==> config.mk <==
export PLATFORM = sky130hd
export DESIGN_NAME = video_pixel_format_to_rgb32_flat
export DESIGN_NICKNAME = d
export VERILOG_FILES = /design/src/hw/rtl/vpf_pkg.sv /design/src/hw/rtl/vpf_ifs.sv /design/src/hw/rtl/vpf_front.sv /design/src/hw/rtl/vpf_queue.sv /design/src/hw/rtl/vpf_back.sv /design/src/hw/rtl/video_pixel_format_to_rgb32.sv /design/src/flat_wrapper.sv
export SDC_FILE = /design/constraint.sdc
export NUM_CORES = 1
export LEC_CHECK = 0
export ABC_AREA = 1
export BUFFER_PORTS_ARGS = -buffer_cell sky130_fd_sc_hd__buf_2
export CORE_ASPECT_RATIO = 0.6
export CORE_MARGIN = 2
export CORE_UTILIZATION = 55
export CTS_BUF_LIST = sky130_fd_sc_hd__clkbuf_16
export DETAILED_ROUTE_END_ITERATION = 12
export GPL_TIMING_DRIVEN = 1
export HOLD_SLACK_MARGIN = 0.02
export PLACE_DENSITY_LB_ADDON = 0.25
export SYNTH_ARGS = -nofsm -noshare
export SYNTH_HDL_FRONTEND = slang
export SYNTH_SLANG_ARGS = --single-unit
==> constraint.sdc <==
create_clock -name i_clk -period 11.4 [get_ports i_clk]
set_clock_uncertainty 0.2 [all_clocks]
set_input_delay 1.71 -clock i_clk [delete_from_list [all_inputs] [get_ports i_clk]]
set_output_delay 1.71 -clock i_clk [all_outputs]
set_load 0.005 [all_outputs]
==> src/hw/rtl/vpf_pkg.sv <==
// ----------------------------------------------------------------------------
// vpf_pkg - shared types and constants for the pixel format converter
// Source format codes, word layouts, queue sizing and BT.601 coefficients.
// ----------------------------------------------------------------------------
`default_nettype none

package vpf_pkg;

    typedef enum logic [1:0] {
        FMT_RGB32 = 2'd0,
        FMT_RGB24 = 2'd1,
        FMT_YUY2  = 2'd2,
        FMT_NV12  = 2'd3
    } t_src_fmt;

    // source pixel group
    typedef struct packed {
        logic [7:0] lane0;
        logic [7:0] lane1;
        logic [7:0] lane2;
        logic [7:0] lane3;
        logic [7:0] lane4;
        logic [7:0] lane5;
        logic       row_end_in;
        logic       frame_end_in;
    } t_in_word;

    // one XRGB pixel
    typedef struct packed {
        logic [7:0] red;
        logic [7:0] green;
        logic [7:0] blue;
        logic [7:0] pad_byte;
        logic       lower_row;
        logic       column_offset;
        logic       last_of_run;
        logic       row_end_out;
        logic       frame_end_out;
    } t_out_word;

    // classified item as held in the queue
    typedef struct packed {
        t_src_fmt   fmt;
        logic [1:0] last_idx;   // index of the final pixel of the item
        t_in_word   src;
    } t_job;

    localparam int QueueDepth = 4;
    localparam int QueuePtrW  = $clog2(QueueDepth);
    localparam int QueueCntW  = $clog2(QueueDepth + 1);

    localparam int ProdW = 19;  // holds every coefficient product
    localparam int SumW  = 20;  // holds every weighted sum

    localparam logic signed [ProdW-1:0] CoefY  = 19'sd298;
    localparam logic signed [ProdW-1:0] CoefRe = 19'sd409;
    localparam logic signed [ProdW-1:0] CoefGd = 19'sd100;
    localparam logic signed [ProdW-1:0] CoefGe = 19'sd208;
    localparam logic signed [ProdW-1:0] CoefBd = 19'sd516;
    localparam logic signed [SumW-1:0]  Round  = 20'sd128;
    localparam logic signed [8:0]       LumaOffset   = 9'sd16;
    localparam logic signed [8:0]       ChromaOffset = 9'sd128;
    localparam logic [7:0]              OpaquePad    = 8'd255;

endpackage

`default_nettype wire

==> src/hw/rtl/vpf_ifs.sv <==
// ----------------------------------------------------------------------------
// vpf_ifs - handshake channels of the pixel format converter
// Source pixel channel, output pixel channel and register write channel.
// ----------------------------------------------------------------------------
`default_nettype none

interface vpf_in_if import vpf_pkg::*; ();
    logic     valid;
    logic     ready;
    t_in_word data;
    modport source (output valid, output data, input ready);
    modport sink   (input valid, input data, output ready);
endinterface

interface vpf_out_if import vpf_pkg::*; ();
    logic      valid;
    logic      ready;
    t_out_word data;
    modport source (output valid, output data, input ready);
    modport sink   (input valid, input data, output ready);
endinterface

interface vpf_cfg_if ();
    logic       valid;
    logic       ready;
    logic [1:0] data;
    modport source (output valid, output data, input ready);
    modport sink   (input valid, input data, output ready);
endinterface

`default_nettype wire

==> src/hw/rtl/vpf_front.sv <==
// ----------------------------------------------------------------------------
// vpf_front - accept and classify source words
// Holds the format register and tags each word with the index of its last pixel.
// ----------------------------------------------------------------------------
`default_nettype none

module vpf_front import vpf_pkg::*; (
    input  wire        i_clk,
    input  wire        i_rst_n,
    vpf_in_if.sink     i_pix,
    vpf_cfg_if.sink    i_cfg,
    input  wire        i_q_full,
    output logic       o_q_push,
    output t_job       o_q_job
);

    t_src_fmt r_fmt;

    always_ff @(posedge i_clk) begin
        if (!i_rst_n) begin
            r_fmt <= FMT_RGB32;
        end else if (i_cfg.valid) begin
            r_fmt <= t_src_fmt'(i_cfg.data);
        end
    end

    assign i_cfg.ready = 1'b1;
    assign i_pix.ready = !i_q_full;
    assign o_q_push    = i_pix.valid && !i_q_full;

    always_comb begin
        o_q_job.fmt = r_fmt;
        o_q_job.src = i_pix.data;
        case (r_fmt)
            FMT_YUY2: o_q_job.last_idx = 2'd1;
            FMT_NV12: o_q_job.last_idx = 2'd3;
            default:  o_q_job.last_idx = 2'd0;
        endcase
    end

endmodule

`default_nettype wire

==> src/hw/rtl/vpf_queue.sv <==
// ----------------------------------------------------------------------------
// vpf_queue - short job queue between front and back
// Register-based FIFO of classified words; head shown combinationally.
// ----------------------------------------------------------------------------
`default_nettype none

module vpf_queue import vpf_pkg::*; (
    input  wire        i_clk,
    input  wire        i_rst_n,
    input  wire        i_push,
    input  t_job       i_job,
    input  wire        i_pop,
    output logic       o_full,
    output logic       o_head_valid,
    output t_job       o_head
);

    t_job                 r_mem [QueueDepth];
    logic [QueuePtrW-1:0] r_wr;
    logic [QueuePtrW-1:0] r_rd;
    logic [QueueCntW-1:0] r_count;
    logic                 do_push;
    logic                 do_pop;

    assign o_full       = (r_count == QueueCntW'(QueueDepth));
    assign o_head_valid = (r_count != '0);
    assign o_head       = r_mem[r_rd];
    assign do_push      = i_push && !o_full;
    assign do_pop       = i_pop && o_head_valid;

    always_ff @(posedge i_clk) begin
        if (do_push) begin
            r_mem[r_wr] <= i_job;
        end
    end

    always_ff @(posedge i_clk) begin
        if (!i_rst_n) begin
            r_wr    <= '0;
            r_rd    <= '0;
            r_count <= '0;
        end else begin
            if (do_push) begin
                r_wr <= (r_wr == QueuePtrW'(QueueDepth - 1)) ? '0 : r_wr + 1'b1;
            end
            if (do_pop) begin
                r_rd <= (r_rd == QueuePtrW'(QueueDepth - 1)) ? '0 : r_rd + 1'b1;
            end
            case ({do_push, do_pop})
                2'b10:   r_count <= r_count + 1'b1;
                2'b01:   r_count <= r_count - 1'b1;
                default: r_count <= r_count;
            endcase
        end
    end

endmodule

`default_nettype wire

==> src/hw/rtl/vpf_back.sv <==
// ----------------------------------------------------------------------------
// vpf_back - pixel sequencer and colour conversion
// Walks the pixels of the head job, one a cycle unless the output stalls,
// through product and sum/clamp stages into the output register.
// ----------------------------------------------------------------------------
`default_nettype none

module vpf_back import vpf_pkg::*; (
    input  wire        i_clk,
    input  wire        i_rst_n,
    input  wire        i_head_valid,
    input  t_job       i_head,
    output logic       o_pop,
    vpf_out_if.source  o_pix
);

    function automatic logic [7:0] clamp8(input logic signed [SumW-1:0] s);
        logic [7:0] res;
        if (s[SumW-1]) begin
            res = 8'd0;
        end else if (s[SumW-2:16] != '0) begin
            res = 8'd255;
        end else begin
            res = s[15:8];
        end
        return res;
    endfunction

    logic [1:0] r_pix;
    logic       adv;
    logic       pix_last;
    logic       is_yuv;
    logic [7:0] sel_y;
    logic [7:0] sel_cb;
    logic [7:0] sel_cr;
    logic signed [8:0]       c9, d9, e9;
    logic signed [ProdW-1:0] c19, d19, e19;

    // product stage
    logic                    r_s1_valid;
    logic                    r_s1_yuv;
    logic [7:0]              r_s1_r, r_s1_g, r_s1_b, r_s1_pad;
    logic signed [ProdW-1:0] r_s1_pyc, r_s1_pre, r_s1_pgd, r_s1_pge, r_s1_pbd;
    logic                    r_s1_lower, r_s1_col, r_s1_last, r_s1_rowe, r_s1_frme;

    // output stage
    logic                    r_s2_valid;
    t_out_word               r_s2;
    logic signed [SumW-1:0]  sum_r, sum_g, sum_b;

    assign adv      = !r_s2_valid || o_pix.ready;
    assign pix_last = (r_pix == i_head.last_idx);
    assign o_pop    = i_head_valid && adv && pix_last;
    assign is_yuv   = (i_head.fmt == FMT_YUY2) || (i_head.fmt == FMT_NV12);

    always_comb begin
        case (i_head.fmt)
            FMT_YUY2: sel_y = r_pix[0] ? i_head.src.lane2 : i_head.src.lane0;
            FMT_NV12: begin
                case (r_pix)
                    2'd0:    sel_y = i_head.src.lane0;
                    2'd1:    sel_y = i_head.src.lane1;
                    2'd2:    sel_y = i_head.src.lane2;
                    default: sel_y = i_head.src.lane3;
                endcase
            end
            default:  sel_y = i_head.src.lane0;
        endcase
        sel_cb = (i_head.fmt == FMT_NV12) ? i_head.src.lane4 : i_head.src.lane1;
        sel_cr = (i_head.fmt == FMT_NV12) ? i_head.src.lane5 : i_head.src.lane3;
    end

    assign c9  = $signed({1'b0, sel_y}) - LumaOffset;
    assign d9  = $signed({1'b0, sel_cb}) - ChromaOffset;
    assign e9  = $signed({1'b0, sel_cr}) - ChromaOffset;
    assign c19 = ProdW'(c9);
    assign d19 = ProdW'(d9);
    assign e19 = ProdW'(e9);

    // advance the pixel index; clear it when the job leaves the queue
    always_ff @(posedge i_clk) begin
        if (!i_rst_n) begin
            r_pix <= 2'd0;
        end else if (i_head_valid && adv) begin
            r_pix <= pix_last ? 2'd0 : r_pix + 2'd1;
        end
    end

    always_ff @(posedge i_clk) begin
        if (!i_rst_n) begin
            r_s1_valid <= 1'b0;
            r_s2_valid <= 1'b0;
        end else if (adv) begin
            r_s1_valid <= i_head_valid;
            r_s2_valid <= r_s1_valid;
        end
    end

    always_ff @(posedge i_clk) begin
        if (adv && i_head_valid) begin
            r_s1_yuv   <= is_yuv;
            r_s1_r     <= i_head.src.lane2;
            r_s1_g     <= i_head.src.lane1;
            r_s1_b     <= i_head.src.lane0;
            r_s1_pad   <= (i_head.fmt == FMT_RGB32) ? i_head.src.lane3 :
                          (i_head.fmt == FMT_RGB24) ? OpaquePad : 8'd0;
            r_s1_pyc   <= c19 * CoefY;
            r_s1_pre   <= e19 * CoefRe;
            r_s1_pgd   <= d19 * CoefGd;
            r_s1_pge   <= e19 * CoefGe;
            r_s1_pbd   <= d19 * CoefBd;
            r_s1_lower <= (i_head.fmt == FMT_NV12) && r_pix[1];
            r_s1_col   <= is_yuv && r_pix[0];
            r_s1_last  <= pix_last;
            r_s1_rowe  <= pix_last && i_head.src.row_end_in;
            r_s1_frme  <= pix_last && i_head.src.frame_end_in;
        end
    end

    assign sum_r = SumW'(r_s1_pyc) + SumW'(r_s1_pre) + Round;
    assign sum_g = SumW'(r_s1_pyc) - SumW'(r_s1_pgd) - SumW'(r_s1_pge) + Round;
    assign sum_b = SumW'(r_s1_pyc) + SumW'(r_s1_pbd) + Round;

    always_ff @(posedge i_clk) begin
        if (adv && r_s1_valid) begin
            r_s2.red           <= r_s1_yuv ? clamp8(sum_r) : r_s1_r;
            r_s2.green         <= r_s1_yuv ? clamp8(sum_g) : r_s1_g;
            r_s2.blue          <= r_s1_yuv ? clamp8(sum_b) : r_s1_b;
            r_s2.pad_byte      <= r_s1_pad;
            r_s2.lower_row     <= r_s1_lower;
            r_s2.column_offset <= r_s1_col;
            r_s2.last_of_run   <= r_s1_last;
            r_s2.row_end_out   <= r_s1_rowe;
            r_s2.frame_end_out <= r_s1_frme;
        end
    end

    assign o_pix.valid = r_s2_valid;
    assign o_pix.data  = r_s2;

`ifndef NO_ASSERTIONS
    a_pix_clear_after_pop: assert property (@(posedge i_clk) disable iff (!i_rst_n)
        o_pop |=> (r_pix == 2'd0))
        else $error("pixel index not cleared after job pop");

    a_pix_mid_job: assert property (@(posedge i_clk) disable iff (!i_rst_n)
        (r_pix != 2'd0) |-> i_head_valid)
        else $error("pixel index mid-job with no job at queue head");

    a_s1_hold: assert property (@(posedge i_clk) disable iff (!i_rst_n)
        (r_s1_valid && !adv) |=> r_s1_valid)
        else $error("product stage dropped a pixel during stall");
`endif

endmodule

`default_nettype wire

==> src/hw/rtl/video_pixel_format_to_rgb32.sv <==
// ----------------------------------------------------------------------------
// video_pixel_format_to_rgb32 - source pixel groups to 32-bit XRGB
// RGB32 copy, RGB24 pack, YUY2 and NV12 via integer BT.601 with clamping.
// ----------------------------------------------------------------------------
//
//  channel   dir  word                        accepted when
//  i_pix     in   lanes 0..5, row/frame end   i_pix.valid && i_pix.ready
//  o_pix     out  one XRGB pixel + markers    o_pix.valid && o_pix.ready
//  i_cfg     in   source_format (2 bits)      i_cfg.valid && i_cfg.ready
//
//  Output runs at one pixel per cycle while o_pix is not stalled; an item holds
//  1 (RGB), 2 (YUY2) or 4 (NV12) pixels for the back sequencer, which sets the item rate.
//  First pixel passes the job queue, product stage and output register to o_pix.
//  A 4-deep job queue lets the front keep accepting while the back stalls.
//  Synchronous active-low reset clears format to RGB32 and empties the pipe.
//  i_cfg is always ready; write it only while the block is idle.
//
`default_nettype none

module video_pixel_format_to_rgb32 import vpf_pkg::*; (
    input  wire         i_clk,
    input  wire         i_rst_n,
    vpf_in_if.sink      i_pix,
    vpf_cfg_if.sink     i_cfg,
    vpf_out_if.source   o_pix
);

    logic q_push;
    logic q_pop;
    logic q_full;
    logic q_head_valid;
    t_job q_job;
    t_job q_head;

    // accept and classify; format register lives here
    vpf_front u_front (
        .i_clk    (i_clk),
        .i_rst_n  (i_rst_n),
        .i_pix    (i_pix),
        .i_cfg    (i_cfg),
        .i_q_full (q_full),
        .o_q_push (q_push),
        .o_q_job  (q_job)
    );

    // decouple front from back
    vpf_queue u_queue (
        .i_clk        (i_clk),
        .i_rst_n      (i_rst_n),
        .i_push       (q_push),
        .i_job        (q_job),
        .i_pop        (q_pop),
        .o_full       (q_full),
        .o_head_valid (q_head_valid),
        .o_head       (q_head)
    );

    // walk pixels, convert, hold result in the output register
    vpf_back u_back (
        .i_clk        (i_clk),
        .i_rst_n      (i_rst_n),
        .i_head_valid (q_head_valid),
        .i_head       (q_head),
        .o_pop        (q_pop),
        .o_pix        (o_pix)
    );

endmodule

`default_nettype wire
==> src/flat_wrapper.sv <==
// flat-port wrapper written by rule: the top's interface ports become plain ports
module video_pixel_format_to_rgb32_flat import vpf_pkg::*;
  (i_clk, i_rst_n, i_pix_valid, i_pix_data, i_pix_ready, i_cfg_valid, i_cfg_data, i_cfg_ready, o_pix_valid, o_pix_data, o_pix_ready);
  vpf_in_if i_pix_i ();
  vpf_cfg_if i_cfg_i ();
  vpf_out_if o_pix_i ();
  input  wire i_clk;
  input  wire i_rst_n;
  input wire logic [$bits(i_pix_i.valid)-1:0] i_pix_valid;
  input wire logic [$bits(i_pix_i.data)-1:0] i_pix_data;
  output wire logic [$bits(i_pix_i.ready)-1:0] i_pix_ready;
  input wire logic [$bits(i_cfg_i.valid)-1:0] i_cfg_valid;
  input wire logic [$bits(i_cfg_i.data)-1:0] i_cfg_data;
  output wire logic [$bits(i_cfg_i.ready)-1:0] i_cfg_ready;
  output wire logic [$bits(o_pix_i.valid)-1:0] o_pix_valid;
  output wire logic [$bits(o_pix_i.data)-1:0] o_pix_data;
  input wire logic [$bits(o_pix_i.ready)-1:0] o_pix_ready;
  assign i_pix_i.valid = i_pix_valid;
  assign i_pix_i.data = i_pix_data;
  assign i_pix_ready = i_pix_i.ready;
  assign i_cfg_i.valid = i_cfg_valid;
  assign i_cfg_i.data = i_cfg_data;
  assign i_cfg_ready = i_cfg_i.ready;
  assign o_pix_valid = o_pix_i.valid;
  assign o_pix_data = o_pix_i.data;
  assign o_pix_i.ready = o_pix_ready;
  video_pixel_format_to_rgb32 u_core (.i_clk(i_clk), .i_rst_n(i_rst_n), .i_pix(i_pix_i), .i_cfg(i_cfg_i), .o_pix(o_pix_i));
endmodule
==> results of run 1 <==
stage by stage:
step	util	hold slack, ns
after floorplan	-	0.200
after global placement	0.586	0.201
after detailed placement	0.586	0.209
after CTS	0.615	0.224
after global routing	0.615	0.237
final	0.615	0.224
sequential cells by signal, indices dropped and copies added (netlist names), 3 cells and up, named ones only:
register                  count
u_core.u_back.r_s1_g          8
u_core.u_back.r_s1_pbd       17
u_core.u_back.r_s1_pre       19
u_core.u_back.r_s1_r          8
u_core.u_back.r_s1_pge       12
u_core.u_back.r_s1_pgd       12
u_core.u_back.r_s1_pyc       18
u_core.u_back.r_s1_b          8
u_core.u_queue.r_mem        216
u_core.u_back.r_s1_pad        8
u_core.u_queue.r_count        3
u_core.u_back.o_pix.data     37
per-layer routing:
metal,GRT usage,vias up
met5,0,-
met4,0.0511,0
met3,0.0550,67
met2,0.403,773
met1,0.439,7875
li1,-,7725
cells in the final DEF, fill, tap and decap left out, types with 24 or more instances in the layout:
cell type and n:
buf_2 95, ha_1 265, xnor2_1 27, nor2_1 153, nand3_1 103, nand2_1 453
edfxtp_1 369, fa_1 54, xor2_1 50, a21oi_1 112, o22ai_1 24, inv_1 296
o21ai_0 116, clkbuf_16 37
worst paths after layout:
check	from	to	slack (ns)	depth (start not counted)
hold reg to reg	u_core.u_back.r_s1_pad[1]$_DFFE_PP_	u_core.u_back.o_pix.data[6]$_DFFE_PP_	0.22	0
hold / removal	u_core.u_back.r_s1_pad[1]$_DFFE_PP_	u_core.u_back.o_pix.data[6]$_DFFE_PP_	0.22	0
setup / recovery	flip-flop	u_core.u_back.r_s1_pyc[17]$_DFFE_PP_	4.24	29
setup reg to reg	flip-flop	u_core.u_back.r_s1_pyc[17]$_DFFE_PP_	4.24	29
cell families (layout without fill, tap and decap cells):
| logic type | after synthesis | in the layout | share of synthesized area |
|---|---|---|---|
| other | 1 | 5 | 0.000165 |
| DFF | 384 | 384 | 0.499 |
| and+or+nand+nor | 764 | 764 | 0.138 |
| xor gates and xnor gates | 78 | 78 | 0.0303 |
| buffers and inverters | 343 | 473 | 0.0608 |
| adders and majority gates | 319 | 319 | 0.193 |
| AOI/OAI and AO/OA | 321 | 321 | 0.0782 |
worst max-delay path, delay by kind of cell, from the launching register on:
family                     cells  cell delay (ns)
DFF                            1             0.48
xor gates and xnor gates       2             0.27
adders and majority gates      6             2.13
buffers and inverters          7             1.75
AOI/OAI and AO/OA              5             0.84
and+or+nand+nor                9             1.22
layout make-up:
| class | instances | area, sq um | area share |
|---|---|---|---|
| repair buffers | 108 | 573 | 0.0229 |
| clock inverters | 29 | 241 | 0.00966 |
| inverters | 299 | 1120 | 0.0450 |
| diodes | 4 | 10.0 | 0.000400 |
| multi-input cells | 1483 | 10100 | 0.403 |
| clock buffers | 37 | 926 | 0.0370 |
| well taps | 531 | 664 | 0.0266 |
| flip-flops and latches | 384 | 11400 | 0.455 |
==> flow_summary.toml, run 1 <==
[run_status]
status = "finished clean"

[clock_network]
clkTransAtPathRegs_ns = 0.06
cts-root-buf = "clkbuf_16"
cts_buffer_depth = 3
cts_hold_buf = 0
post-cts-setup-buffer-count = 0
cts_tree = "done"
ctsResizeCount = 0
htreeDepth = 2
clock-sinks = 384
clk_latency_ns = 0.54
cts_inserted_buffers = 36

[place]
placed_area_sq_um = 23800
io_buffers = 95
dp_slack_ns = 4.29
dp_hpwl_mm = 44.4
routabilityCongestion = 0.968
dp_cells = 2805

[worst_setup_path]
cp_data_arrival_time_ns = 7.25
cp_common_cell = "nand2_1"
worst_ep_required_time_ns = 11.49
critPathMaxFanout = 82
critPathKind = "flip-flop to flip-flop"
crit_path_max_incr_delay_ns = 0.74
cp-start-kind = "flip-flop"
crit_path_top_delay_cell = "buf_4"
endpoint_kind = "flip-flop"

[synthesis]
synth_top_area_share = 0.486
synth.top_cells.by_area = "edfxtp_1, ha_1, nand2_1"
yosys_register_bits = 384
synth_top_area_cell = "edfxtp_1"
yosysMostFrequentCell = "nand2_1"
synth_nets = 2586
syn-cell-area_sq_um = 22800
ys_dominant_reg_cell = "edfxtp_1"
synthTopCellsByCount = "nand2_1, edfxtp_1, inv_1"
synthCells = 2210
seq_area_frac_synth = 0.499
ys_types = 51
yosys_warnings = 0
async_flop_share = 0
synth-edff-count = 369
syn_area_per_cell_sq_um = 10.3

[routing]
wl_met2_mm = 24.4
via_per_inst = 5.72
dr.max_layer_used = "met4"
wl_met1_mm = 27.5
routed_wl_mm = 58.9
routedWlPerCell_microns = 20.5
vias = 16400
firstDrtPassIters = 7
drtAntennaViolNets = 0
met3_length_mm = 6.27
drtIter0Drc = 1893
drc_errors = 0

[die]
die_y_microns = 162
dieArea_sq_um = 43100
rows = 57
start_util = 0.561
fp.dieW_microns = 267
core_area_sq_um = 40700
num_io_pins = 97

[sta]
maxSlewViolCount = 0
worstMarginPinSlew_ns = 1.04
finalSetupViolCount = 0
fin_crit_ns = 7.16
max_freq_mhz = 140
fin_crit_sh = 0.628
final.setup.tns_ns = 0
rsz0062_at_grt = "no"
hold_viol = 0
slew_headroom = 0.308
timing.final.ws_setup_ns = 4.24

[finish]
area_growth_pct = 9.70
nets = 2688
post-route-cell-area_sq_um = 25000
drive_above_1_share = 0.0863
stdcell_count = 2875
nFillCells = 3343

[grt]
grt_max_degree = 83
antenna_found_initial = 5
grt_overflow = 0
track_usage = 0.279
grt_pass1_wl_mm = 91.1
grt_pass1_vias = 15800

[worst_hold_path]
hold_path.class = "flip-flop to flip-flop"

[flow_run]
maxCapViolations = 0
Power of run 1 is left out: the tool's default activity adds up to more than one toggle a clock period on the data nets, which glitch-free logic cannot reach.
==> run 2, diff against run 1 <==
==> constraint.sdc (replaced) <==
create_clock -name i_clk -period 6.8 [get_ports i_clk]
set_clock_uncertainty 0.2 [all_clocks]
set_input_delay 1.02 -clock i_clk [delete_from_list [all_inputs] [get_ports i_clk]]
set_output_delay 1.02 -clock i_clk [all_outputs]
set_load 0.005 [all_outputs]
==> flow_summary.toml, run 2 (same netlist as run 1, synthesis figures left out) <==
[place]
dp_cells = 2812
routabilityCongestion = 0.995
dp_hpwl_mm = 43.3
dp_slack_ns = 0.489
io_buffers = 95

[clock_network]
clk_latency_ns = 0.54
cts_inserted_buffers = 37
cts_buffer_depth = 3
post-cts-setup-buffer-count = 0
htreeDepth = 2
cts_tree = "done"
ctsResizeCount = 0
cts-root-buf = "clkbuf_16"
clkTransAtPathRegs_ns = 0.06
cts_hold_buf = 0
clock-sinks = 384

[worst_setup_path]
endpoint_kind = "flip-flop"
worst_ep_required_time_ns = 6.88
cp_common_cell = "ha_1"
cp_data_arrival_time_ns = 6.45
cp-start-kind = "flip-flop"
crit_path_top_delay_cell = "o21ai_0"
critPathMaxFanout = 33
cp_cell_sequence = "inv_2, nand2_1, nand2_1, nand2_1, nand2_2, nand2_4, inv_4, o21ai_0, ha_1, inv_1, fa_1, ha_1, fa_1, ha_1, ha_1, o21ai_0, inv_1, a21oi_1, o21bai_1, a21oi_1, xor2_1"
crit_buf_inv = 4
crit_path_max_incr_delay_ns = 0.84
critPathKind = "flip-flop to flip-flop"
critical_path.top_delay_family = "adder cells"

[grt]
grt_max_degree = 83
grt_pass1_vias = 15700
track_usage = 0.275
grt_pass1_wl_mm = 89.9
antenna_found_initial = 1
grt_overflow = 0

[sta]
finalSetupViolCount = 0
worstMarginPinSlew_ns = 1.41
rsz0062_at_grt = "no"
maxSlewViolCount = 0
timing.final.ws_setup_ns = 0.430
max_freq_mhz = 157
slew_headroom = 0.0473
hold_viol = 0
fin_crit_sh = 0.937
fin_crit_ns = 6.37
final.setup.tns_ns = 0

[worst_hold_path]
hold_path.class = "flip-flop to flip-flop"

[finish]
layout_common_cells = "nand2_1, edfxtp_1, inv_1"
top_register = "u_core.u_queue.r_mem"
area_growth_pct = 10.1
nets = 2696
drive_above_1_share = 0.0908
largest_register_ffs = 216
nFillCells = 3345
final_common_cell = "nand2_1"
stdcell_count = 2877

[flow_run]
maxCapViolations = 0

[routing]
routed_wl_mm = 57.8
routedWlPerCell_microns = 20.1
drtIter0Drc = 1803
drtAntennaViolNets = 0
firstDrtPassIters = 6
drc_errors = 0
via_per_inst = 5.62
vias = 16200

[run_status]
status = "finished clean"

[die]
start_util = 0.561
rows = 57
dieArea_sq_um = 43100
die_y_microns = 162
core_area_sq_um = 40700
num_io_pins = 97
fp.dieW_microns = 267
[run 2: path summary, 6_finish.rpt]
path                                                        start                                     to  slack (ns)  depth (start not counted)
worst max register to register                          flip-flop   u_core.u_back.r_s1_pre[16]$_DFFE_PP_        0.43                         21
worst min register to register  u_core.u_back.r_s1_rowe$_DFFE_PP_  u_core.u_back.o_pix.data[1]$_DFFE_PP_        0.22                          0
worst max-delay path                                    flip-flop   u_core.u_back.r_s1_pre[16]$_DFFE_PP_        0.43                         21
worst min-delay path            u_core.u_back.r_s1_rowe$_DFFE_PP_  u_core.u_back.o_pix.data[1]$_DFFE_PP_        0.22                          0
[run 2: worst register-to-register path: stages, from the launching register on]
cell      delay (ns)
dfxtp_4         0.57
inv_2           0.15
nand2_1         0.11
nand2_1         0.06
nand2_1         0.07
nand2_2         0.17
nand2_4         0.26
inv_4           0.17
o21ai_0         0.86
ha_1            0.39
inv_1           0.09
fa_1            0.44
ha_1            0.32
fa_1            0.49
ha_1            0.34
ha_1            0.36
o21ai_0         0.39
inv_1           0.12
a21oi_1         0.23
o21bai_1        0.09
a21oi_1         0.17
xor2_1          0.09
[run 2: area by class of cell]
type,instances,area [sq um],share of cell area
Timing Repair Buffer,115,663,0.0264
Clock inverter,27,240,0.00958
Clock buffer,37,926,0.0369
Sequential cell,384,11400,0.454
Tap cell,531,664,0.0265
Multi-Input combinational cell,1483,10100,0.402
Inverter,299,1120,0.0448
Antenna cell,1,2.50,0.0000997
[run 2: routing by layer]
| metal | vias up | track usage | part of all wire |
|---|---|---|---|
| met5 | - | 0 | 0 |
| met4 | 0 | 0.0582 | 0.017 |
| met3 | 69 | 0.0788 | 0.11 |
| met2 | 658 | 0.389 | 0.41 |
| met1 | 7708 | 0.420 | 0.47 |
| li1 | 7732 | - | - |
[run 2: stage by stage]
| step | area (sq um) | util | hold slack (ns) |
|---|---|---|---|
| 5_1_grt | 25100 | 0.617 | 0.219 |
| 4_1_cts | 25100 | 0.617 | 0.214 |
| 6_report | 25100 | 0.617 | 0.216 |
| 2_1_floorplan | 22800 | - | 0.200 |
| 3_5_place_dp | 23900 | 0.588 | 0.205 |
| 3_3_place_gp | 23900 | 0.588 | 0.202 |
Power of run 2 is left out for the same reason.
